## config.mk

```make
export PLATFORM = sky130hd
export DESIGN_NAME = srts_cmp
export DESIGN_NICKNAME = d
export VERILOG_FILES = /design/src/sv/srts_pkg.sv /design/src/sv/srts_cmp.sv
export SDC_FILE = /design/constraint.sdc
export NUM_CORES = 1
export LEC_CHECK = 0
export ABC_AREA = 0
export BUFFER_PORTS_ARGS = -buffer_cell sky130_fd_sc_hd__buf_2
export CORE_AREA = 2 2 102 104
export DETAILED_ROUTE_END_ITERATION = 6
export DIE_AREA = 0 0 104 106
export MAX_ROUTING_LAYER = met4
export PLACE_DENSITY = 0.65
export REMOVE_ABC_BUFFERS = 1
export SYNTH_ARGS = -nofsm -noshare
export SYNTH_HDL_FRONTEND = slang
export SYNTH_SLANG_ARGS = --single-unit
```

## constraint.sdc

```tcl
create_clock -name vclk -period 2.96
set_input_delay 0.444 -clock vclk [all_inputs]
set_output_delay 0.444 -clock vclk [all_outputs]
set_load 0.05 [all_outputs]
```

## src/sv/srts_pkg.sv

```systemverilog
// Shared types, constants and codes for the sorted record table search block.
`timescale 1ns / 1ps
package srts_pkg;

  localparam int CAPACITY   = 64;
  localparam int TEXT_CHARS = 8;
  localparam int YEAR_CHARS = 8;

  localparam int CHAR_W = 64;
  localparam int POS_W  = 6;
  localparam int CNT_W  = 7;
  localparam int ADDR_W = 3;

  localparam logic OP_INSERT = 1'b0;
  localparam logic OP_LOOKUP = 1'b1;

  localparam logic [1:0] FLD_TITLE = 2'd0;
  localparam logic [1:0] FLD_NAME  = 2'd1;
  localparam logic [1:0] FLD_YEAR  = 2'd2;

  localparam logic [1:0] ST_OK           = 2'd0;
  localparam logic [1:0] ST_BAD_RECORD   = 2'd1;
  localparam logic [1:0] ST_FULL         = 2'd2;
  localparam logic [1:0] ST_BAD_YEAR_KEY = 2'd3;

  localparam logic REG_SORT_FIELD = 1'b0;

  typedef struct packed {
    logic              opcode;
    logic [CHAR_W-1:0] title_chars;
    logic [CHAR_W-1:0] name_chars;
    logic [CHAR_W-1:0] year_chars;
    logic [CHAR_W-1:0] search_key;
  } in_req_t;

  typedef struct packed {
    logic [1:0]        status;
    logic              found;
    logic [POS_W-1:0]  position;
    logic [CHAR_W-1:0] out_title;
    logic [CHAR_W-1:0] out_name;
    logic [CHAR_W-1:0] out_year;
    logic [CNT_W-1:0]  entry_count;
  } out_rsp_t;

  typedef struct packed {
    logic [CHAR_W-1:0] title;
    logic [CHAR_W-1:0] name;
    logic [CHAR_W-1:0] year;
  } rec_t;

  typedef struct packed {
    logic lt;
    logic eq;
  } cmp_t;

endpackage

```

## src/sv/srts_cmp.sv

```systemverilog
// Shared key comparator: selects the key field of a stored record and compares.
`timescale 1ns / 1ps
module srts_cmp (
  input  logic [srts_pkg::CHAR_W-1:0] key,
  input  srts_pkg::rec_t              rec,
  input  logic [1:0]                  fld,
  output srts_pkg::cmp_t              res
);

  logic [srts_pkg::CHAR_W-1:0] probe;

  always_comb begin
    case (fld)
      srts_pkg::FLD_TITLE: probe = rec.title;
      srts_pkg::FLD_NAME:  probe = rec.name;
      default:             probe = rec.year;
    endcase
    res.lt = key < probe;
    res.eq = key == probe;
  end

endmodule

```

==> run metrics <==
largest area contributor in the netlist ha_1; Starting Density 26.80%; Netlist Area Pre-Place 0.002680 mm^2; port bufs 260; largest net degree at the start of global routing 37; maxcap violations 0; Largest stage delay, worst path 320 ps; Hold Fails Final Rpt 0; switching pwr 0.3310 mW; clk_buf instances 0; total iterations of the first detailed-routing run 4; static leakage 2.592 nW; Final setup viols 2; synth top area cells ha_1, mux2i_1, a21oi_1, nor2_1, nand4_1; vias in the first global route 3,967; Critical Path Start Type input port; Hold Path Stages 5; Layout Nets 989; sequential share of power 0%; first-pass GRT wire length 17,730 um; placed cell areas 0.004397 mm^2; setup slack after layout -221.6 ps; outcome finished with violations; post-DR vias/cell 4.851; HP Start key[51]; fin crit period 3182 ps; Critical Path Slowest Stage Cell a221o_1; post-route insts no fill 801; Die Area 0.01102 mm^2; drt drc 0; placed cells 794; pre-CTS WS -449.3 ps; unrepaired setup endpoints after global routing true; total wire length 11,110 um; final instance area 0.004644 mm^2; Critical Path AT 2740 ps; GRT Total Usage 19.70%; hold crit path type input port to primary output; Yosys cell types 33; Inserted Diodes 0; global route overflow 0; initial antenna violation count 0; Least-Margin Pin Slew 384.3 ps; core area 0.01000 mm^2; Critical Path RT 2520 ps; initial DRC count 146; Synth Instances 382; top post-synthesis cells by count a21oi_1, nor2_1, ha_1, mux2i_1, nand2_1; Worst Hold Path EP res[1]; Placer Congestion 0.8707; FFs & Latches 0; Rows 37; die height 106 um; cts hold-fix bufs 0; Final Power 0.7127 mW; Finished Core Util 46.45%; count leader, synth a21oi_1; fmax 0.3143 GHz; Reg area 0 um^2; Synth top area share 29.88%; internal power 0.3817 mW; cell area power density 153.4 mW/mm^2; DR WL/cell 13.87 um; synthesized area per cell 7.016 um^2; pins over their slew limit 0; Worst setup EP type primary output; worst path cell trace buf_16 > buf_12 > mux2i_2 > nor2_1 > a21oi_1 > ha_1 > a21oi_1 > o21ai_1 > a221o_1 > a211o_1 > a2111oi_4 > buf_6; die width 104 um; clock power share 0%; critical path fanouts, max 8; routed vias 3,886; Syn-to-layout area delta 73.30%; Final HPWL DP 9414 um; Peak VDD IR 56.53 uV; max_slew headroom 74.15%; warnings from Yosys 0; number of top-level pins 260; Comb power frac 100.0%; antenna-violating nets left 0; Setup CP Type input port to primary output; switching part of the total 46.44%; share of cells above drive strength 1 47.97%; crit share post-route 107.5%; failing checks negative setup slack; sequential area share after synthesis 0%; filler instances 1,047; CP most frequent cell a21oi_1
==> cells in the final DEF (no fill, tap or decap), types with 2 or more instances in the layout <==
master,n
buf_2,256
a21oi_1,87
nor2_1,67
ha_1,64
mux2i_1,62
buf_4,37
nand2_1,17
nand4_1,13
nand3_1,7
o21ai_0,7
buf_16,5
inv_1,4
a21o_1,4
buf_12,4
a21oi_2,2
o21ai_1,2
nor3_2,2
nor2b_1,2
a211oi_1,2
mux2i_2,2
==> worst max path at each step <==
| stage | slack, ps | start | to |
|---|---|---|---|
| 4_1_cts | -240 | fld[0] | res[1] |
| 2_1_floorplan | -310 | fld[0] | res[1] |
| 3_3_place_gp | -380 | fld[0] | res[1] |
| 3_5_place_dp | -450 | fld[0] | res[1] |
| 6_report | -220 | fld[0] | res[1] |
| 5_1_grt | -410 | fld[0] | res[1] |
==> metal layers <==
| layer | vias up | part of all wire, % | GRT usage, % | wire length (um) |
|---|---|---|---|---|
| met5 | - | 0 | - | 0 |
| met3 | 10 | 5.6 | 2.207 | 617 |
| met1 | 1727 | 40 | 22.09 | 4449 |
| met2 | 146 | 54 | 38.39 | 5975 |
| met4 | 0 | 0.61 | 2.606 | 68 |
| li1 | 2003 | - | - | - |
==> through the flow <==
step                      TNS [ps]  hold WS [ps]
after floorplan             -310.4          1292
after global placement      -647.0          1547
after detailed placement    -735.7          1569
after CTS                   -474.6          1551
after global routing        -748.8          1577
final                       -370.1          1536
==> final cells by class <==
| type | instances | area [um^2] | area share (%) |
|---|---|---|---|
| timing repair buffer | 304 | 1803 | 38.82 |
| multi-input combinational | 357 | 2656 | 57.19 |
| inverter | 4 | 15.01 | 0.3233 |
| tap | 136 | 170.2 | 3.664 |
==> cells by family (layout without fill, tap and decap cells) <==
kind of cell / after synthesis / after routing / share of synthesized area, %
AOI/OAI and AO/OA: 114 / 114 / 23.53
adders and majority gates: 64 / 64 / 29.88
buffers and inverters: 25 / 308 / 3.828
muxes: 64 / 64 / 23.90
and+or+nand+nor: 115 / 115 / 18.86
==> power by group through the flow <==
stage               logic, mW  clock network (mW)  registers [mW]
detailed placement      0.661                   0               0
finish                  0.713                   0               0
floorplan               0.314                   0               0
global route            0.807                   0               0
CTS                     0.708                   0               0
global placement        0.640                   0               0
==> what timing repair did <==
item	CTS	global route
setup endpoints to repair	2	2
gates cloned	4	0
resized for setup	22	6
pin swaps	8	3
buffers inserted	3	0
==> critical path, delay by kind of cell <==
family	cells	cell delay, ps
adder cells (fa/ha/maj)	1	260
multiplexers	1	220
AO/OA/AOI/OAI	6	1270
buffers and inverters	3	480
AND/OR/NAND/NOR	1	60
Power figures use the tool's default switching activity.
