--- config.mk ---
export PLATFORM = sky130hd
export DESIGN_NAME = srts_norm
export DESIGN_NICKNAME = d
export VERILOG_FILES = /design/src/sv/srts_pkg.sv /design/src/sv/srts_norm.sv
export SDC_FILE = /design/constraint.sdc
export NUM_CORES = 1
export LEC_CHECK = 0
export BUFFER_PORTS_ARGS = -buffer_cell sky130_fd_sc_hd__buf_2
export CAP_MARGIN = 10
export CORE_UTILIZATION = 27
export DETAILED_ROUTE_END_ITERATION = 8
export PLACE_DENSITY_LB_ADDON = 0.05
export SYNTH_ARGS = -nofsm -noshare
export SYNTH_HDL_FRONTEND = slang
export SYNTH_SLANG_ARGS = --single-unit
--- constraint.sdc ---
create_clock -name vclk -period 1.8
set_input_delay 0.36 -clock vclk [all_inputs]
set_output_delay 0.36 -clock vclk [all_outputs]
set_load 0.05 [all_outputs]
--- src/sv/srts_pkg.sv ---
// Shared types, constants and codes for the sorted record table search block.
`timescale 1ns / 1ps
package srts_pkg;

  localparam int CAPACITY   = 64;
  localparam int TEXT_CHARS = 8;
  localparam int YEAR_CHARS = 8;

  localparam int CHAR_W = 64;
  localparam int POS_W  = 6;
  localparam int CNT_W  = 7;
  localparam int ADDR_W = 3;

  localparam logic OP_INSERT = 1'b0;
  localparam logic OP_LOOKUP = 1'b1;

  localparam logic [1:0] FLD_TITLE = 2'd0;
  localparam logic [1:0] FLD_NAME  = 2'd1;
  localparam logic [1:0] FLD_YEAR  = 2'd2;

  localparam logic [1:0] ST_OK           = 2'd0;
  localparam logic [1:0] ST_BAD_RECORD   = 2'd1;
  localparam logic [1:0] ST_FULL         = 2'd2;
  localparam logic [1:0] ST_BAD_YEAR_KEY = 2'd3;

  localparam logic REG_SORT_FIELD = 1'b0;

  typedef struct packed {
    logic              opcode;
    logic [CHAR_W-1:0] title_chars;
    logic [CHAR_W-1:0] name_chars;
    logic [CHAR_W-1:0] year_chars;
    logic [CHAR_W-1:0] search_key;
  } in_req_t;

  typedef struct packed {
    logic [1:0]        status;
    logic              found;
    logic [POS_W-1:0]  position;
    logic [CHAR_W-1:0] out_title;
    logic [CHAR_W-1:0] out_name;
    logic [CHAR_W-1:0] out_year;
    logic [CNT_W-1:0]  entry_count;
  } out_rsp_t;

  typedef struct packed {
    logic [CHAR_W-1:0] title;
    logic [CHAR_W-1:0] name;
    logic [CHAR_W-1:0] year;
  } rec_t;

  typedef struct packed {
    logic lt;
    logic eq;
  } cmp_t;

endpackage

--- src/sv/srts_norm.sv ---
// String normalizer: keeps up to NCHARS leading bytes before the first zero, checks for digits.
`timescale 1ns / 1ps
module srts_norm #(
  parameter int NCHARS = srts_pkg::TEXT_CHARS
) (
  input  logic [srts_pkg::CHAR_W-1:0] raw,
  output logic [srts_pkg::CHAR_W-1:0] norm,
  output logic                        digits
);

  always_comb begin
    logic       stop_v;
    logic       stop2_v;
    logic [7:0] b_v;
    norm    = '0;
    digits  = 1'b1;
    stop_v  = 1'b0;
    stop2_v = 1'b0;
    for (int i = 0; i < 8; i++) begin
      b_v = raw[63-8*i -: 8];
      if (i < NCHARS && !stop_v) begin
        if (b_v == 8'h00) begin
          stop_v = 1'b1;
        end else begin
          norm[63-8*i -: 8] = b_v;
        end
      end else begin
        stop_v = 1'b1;
      end
    end
    for (int i = 0; i < 8; i++) begin
      b_v = norm[63-8*i -: 8];
      if (!stop2_v) begin
        if (b_v == 8'h00) begin
          stop2_v = 1'b1;
        end else if (!(b_v inside {[8'h30:8'h39]})) begin
          digits = 1'b0;
        end
      end
    end
  end

endmodule

==> flow_summary.toml, run 1 <==
[run_status]
status = "finished, violations left"
violations = "setup timing"

[sta]
final_hold_viol_count = 0
fmax_ghz = 0.476
fin_crit_ns = 2.10
relSlewSlack_pct = 73.3
setup_ws_ns = -0.302
rsz0062_at_grt = "yes"
fin_crit_sh_pct = 117
maxSlewViolCount = 0
whs_ns = 1.02
worstMarginPinSlew_ns = 0.398
finalSetupViolCount = 49

[die]
num_rows = 19
io_pins = 129
die_h_um = 56.2
initial_core_util_pct = 28.5
dieWidth_um = 56.2
coreArea_sq_mm = 0.00278
die-area_sq_mm = 0.00316

[grt]
grt_pass1_wl_mm = 5.95
antenna_found_initial = 0
grt_pass1_vias = 1465
grt_usage_pct = 22.5
grt_use_met1_pct = 22.1
grt_max_degree = 17
grtUsageMet3_pct = 2.79
met2_usage_pct = 46.6
grt-ovfl-total = 0
busiest_layer = "met2"

[detailed_routing]
wl_per_cell_um = 14.4
via_per_inst = 5.13
num_vias = 1607
drt_iter0_drc = 78
wirelength_mm = 4.50
final_antenna_net_count = 0
drtPass1Iterations = 4
drc = 0

[worst_setup_path]
crit_required_ns = 1.44
endpoint_kind = "output port"
cp-start-kind = "input port"
worstPathArrival_ns = 1.74
cp_max_fo = 3
path_class = "in2out"

[final_layout]
design.seq.count = 0
regArea_sq_um = 0
n_antenna_cell = 0
final_util_pct = 89.3
num-nets-final = 348
area_delta_synth_final_pct = 213
n_clock_buffer = 0
final_layout_size_suffix_gt1_share_pct = 79.8

[pwr]
power_mw = 0.844
cellPowerDensity_mw_per_mm2 = 340
peakVddDrop_uv = 326
p_leak_nw = 1.24

[worst_hold_path]
min_path_type = "in2out"

[synthesis]
syn_area_sq_um = 793
synth.most_common_cell = "and2_1"
synthCells = 130
synth_common_cells = "and2_1, nor2_1, and3_1"
synthesis.nets = 194
synth_top_area_share_pct = 26.0
synth_cell_types = 25
syn_area_per_cell_sq_um = 6.10
synth_top_area_cell = "and2_1"
ys_seq_area_share_pct = 0
synth.area.top_cells = "and2_1, and3_2, and3_1"
yosysWarningCount = 0

[placed_design]
hpwl_mm = 2.69
gp_congestion = 0.770
portBuffers = 129

[clock_tree]
cts_hold_buf = 0

[flow_run]
drv_cap = 0
[cell families after synthesis]
kind of cell | count (synthesis) | share of synthesized area, %
simple gates | 101 | 79.8
buf+inv | 13 | 7.10
compound gates | 16 | 13.1
[metrics by stage]
step	TNS (ns)	cells	instance area, sq um	setup slack, ns
after detailed placement	-12.40	309	1750	-0.452
after CTS	-7.14	311	2230	-0.283
after global placement	-12.60	309	1750	-0.438
final	-8.99	313	2480	-0.302
after global routing	-12.48	313	2480	-0.348
after floorplan	-3.31	130	893	-0.313
[layer usage]
| layer | vias up | share of wire, % |
|---|---|---|
| met5 | - | 0 |
| met4 | 0 | 3.5 |
| met3 | 16 | 5.7 |
| met2 | 82 | 58 |
| met1 | 730 | 33 |
| li1 | 779 | - |
[worst max-delay path, cell delays in order]
cell      delay (ns)
buf_2           0.12
nor4_2          0.26
nand3_1         0.17
a21oi_1         0.14
a21bo_2         0.25
a221oi_4        0.25
buf_6           0.19
[placed cells by master, fill, tap and decap left out, types with 3 or more instances in the layout]
cell / Yosys / routed
nand4_1: 3 / 3
buf_4: 0 / 36
nor4_2: 1 / 4
nand3_1: 5 / 5
nor4_4: 1 / 3
and2_4: 0 / 31
and2_1: 33 / 8
buf_2: 0 / 60
a21oi_1: 4 / 4
and3_1: 11 / 8
nor2_2: 0 / 3
o21ai_0: 6 / 6
nand2_1: 3 / 3
and3_4: 0 / 14
nor2_1: 14 / 9
buf_6: 1 / 22
buf_8: 0 / 44
[layout make-up]
| type | count | area [sq um] |
|---|---|---|
| Fill cell | 146 | 297 |
| Inverter | 2 | 7.51 |
| Multi-Input combinational cell | 118 | 960 |
| Tap cell | 31 | 38.8 |
| Timing Repair Buffer | 162 | 1480 |
[final timing paths]
path,from,endpoint,slack (ns),depth (start not counted)
worst min-delay path,raw[58],norm[58],1.02,2
worst max-delay path,raw[13],digits,-0.30,7
[where the power goes]
part | total [mW] | switching (mW) | internal [mW]
clock | 0 | 0 | 0
sequential | 0 | 0 | 0
combinational | 0.844 | 0.462 | 0.382
[repair_timing]
item	CTS	global route
gates cloned	1	1
endpoints found under the setup margin	50	57
resized for setup	140	73
setup buffers	1	1
pin swaps	23	17
(Power assumes the default switching activity.)
==> run 2: changes to the inputs <==
PLACE_DENSITY = 0.81   (was not set)
PLACE_DENSITY_LB_ADDON = not set   (was 0.05)
REMOVE_ABC_BUFFERS = 1   (was not set)
==> flow_summary.toml, run 2 (same netlist as run 1, synthesis figures left out) <==
[worst_setup_path]
path_class = "in2out"
crit_slowest_cell = "nor4_1"
worstPathArrival_ns = 1.92
cp-start-kind = "input port"
crit_required_ns = 1.44
critical_path_buf_inv_count = 3
cp_max_fo = 3
endpoint_kind = "output port"
crit_chain = "buf_2 -> nor4_1 -> and3_4 -> nor3_4 -> buf_4 -> a221oi_4 -> buf_6"
cpLargestDelayFamily = "simple AND/OR/NAND/NOR gates"
slowest_delay_ns = 0.40

[sta]
fmax_ghz = 0.438
maxSlewViolCount = 0
setup-tns-final_ns = -14.48
fin_crit_ns = 2.28
fin_crit_sh_pct = 127
setup_ws_ns = -0.485
rsz0062_at_grt = "yes"
finalSetupViolCount = 49
worstMarginPinSlew_ns = 0.411
relSlewSlack_pct = 72.4
final_hold_viol_count = 0

[final_layout]
regArea_sq_um = 0
design.seq.count = 0
stdcell_count = 312
n_clock_buffer = 0
final_layout_size_suffix_gt1_share_pct = 83.3
n_antenna_cell = 0
area_delta_synth_final_pct = 230
nFillCells = 90
mostFrequentLayoutCell = "buf_6"
final_cell_mix = "buf_6, buf_2, buf_8"
num-nets-final = 347

[detailed_routing]
drtPass1Iterations = 4
via_per_inst = 6.00
drt_iter0_drc = 92
wl_per_cell_um = 22.0
num_vias = 1871
final_antenna_net_count = 0
wirelength_mm = 6.86
drc = 0

[flow_run]
drv_cap = 0

[placed_design]
placedCellCount = 306
portBuffers = 129
gp_congestion = 0.829
hpwl_mm = 2.86
pre_cts_ws_ns = -0.578

[die]
dieWidth_um = 56.2
initial_core_util_pct = 28.5
coreArea_sq_mm = 0.00278
num_rows = 19
io_pins = 129
die-area_sq_mm = 0.00316
die_h_um = 56.2

[run_status]
status = "finished, violations left"
violations = "setup timing"

[pwr]
cellPowerDensity_mw_per_mm2 = 341
p_leak_nw = 1.27
peakVddDrop_uv = 345

[worst_hold_path]
min_path_type = "in2out"

[grt]
grt_pass1_vias = 1630
grt_max_degree = 17
antenna_found_initial = 0
grt_usage_pct = 27.9
grt_pass1_wl_mm = 7.18
grt-ovfl-total = 0

[clock_tree]
cts_hold_buf = 0
[run 2: cell types whose count changed in the layout (fill, tap and decap cells not counted), moves of 6 or more]
cell,previous run,this run
buf_6,22,48
buf_8,44,36
buf_2,60,47
and3_1,8,2
buf_4,36,30
and3_2,0,6
[run 2: area by class of cell]
class,instances,area (sq um),share of cell area (%)
Inverter,2,7.51,0.287
Multi-Input combinational cell,118,1030,39.3
Tap cell,31,38.8,1.48
Timing Repair Buffer,161,1540,58.9
[run 2: where the power goes]
part	switching, mW	internal (mW)	total (mW)
Sequential	0	0	0
Combinational	0.501	0.393	0.894
Clock	0	0	0
Total	0.501	0.393	0.894
[run 2: repair_timing]
item / 4_1_cts / 5_1_grt
cloned: 2 / 0
pin swaps: 21 / 45
buffers inserted: 2 / 4
endpoints found under the setup margin: 57 / 57
resized for setup: 144 / 124
[run 2: per-stage QoR]
| step | util, % | hold WS [ns] | total power [mW] | cell area [sq um] |
|---|---|---|---|---|
| 2_1_floorplan | - | 0.720 | 0.347 | 744 |
| 5_1_grt | 94.1 | 1.03 | 0.916 | 2620 |
| 3_5_place_dp | 58.7 | 1.02 | 0.589 | 1630 |
| 3_3_place_gp | 58.7 | 1.03 | 0.584 | 1630 |
| 6_report | 94.1 | 1.03 | 0.894 | 2620 |
| 4_1_cts | 77.8 | 1.02 | 0.729 | 2160 |
[run 2: routing by layer]
layer	vias up	GRT usage, %	part of all wire (%)
met3	61	2.79	8.4
met1	867	28.0	33
met4	0	7.32	7.6
li1	775	-	-
met2	168	58.8	51
met5	-	0	0
[run 2: final timing paths]
path | startpoint | endpoint | slack [ns] | cells past startpoint
worst max-delay path | raw[43] | digits | -0.48 | 7
worst min-delay path | raw[62] | norm[62] | 1.03 | 2
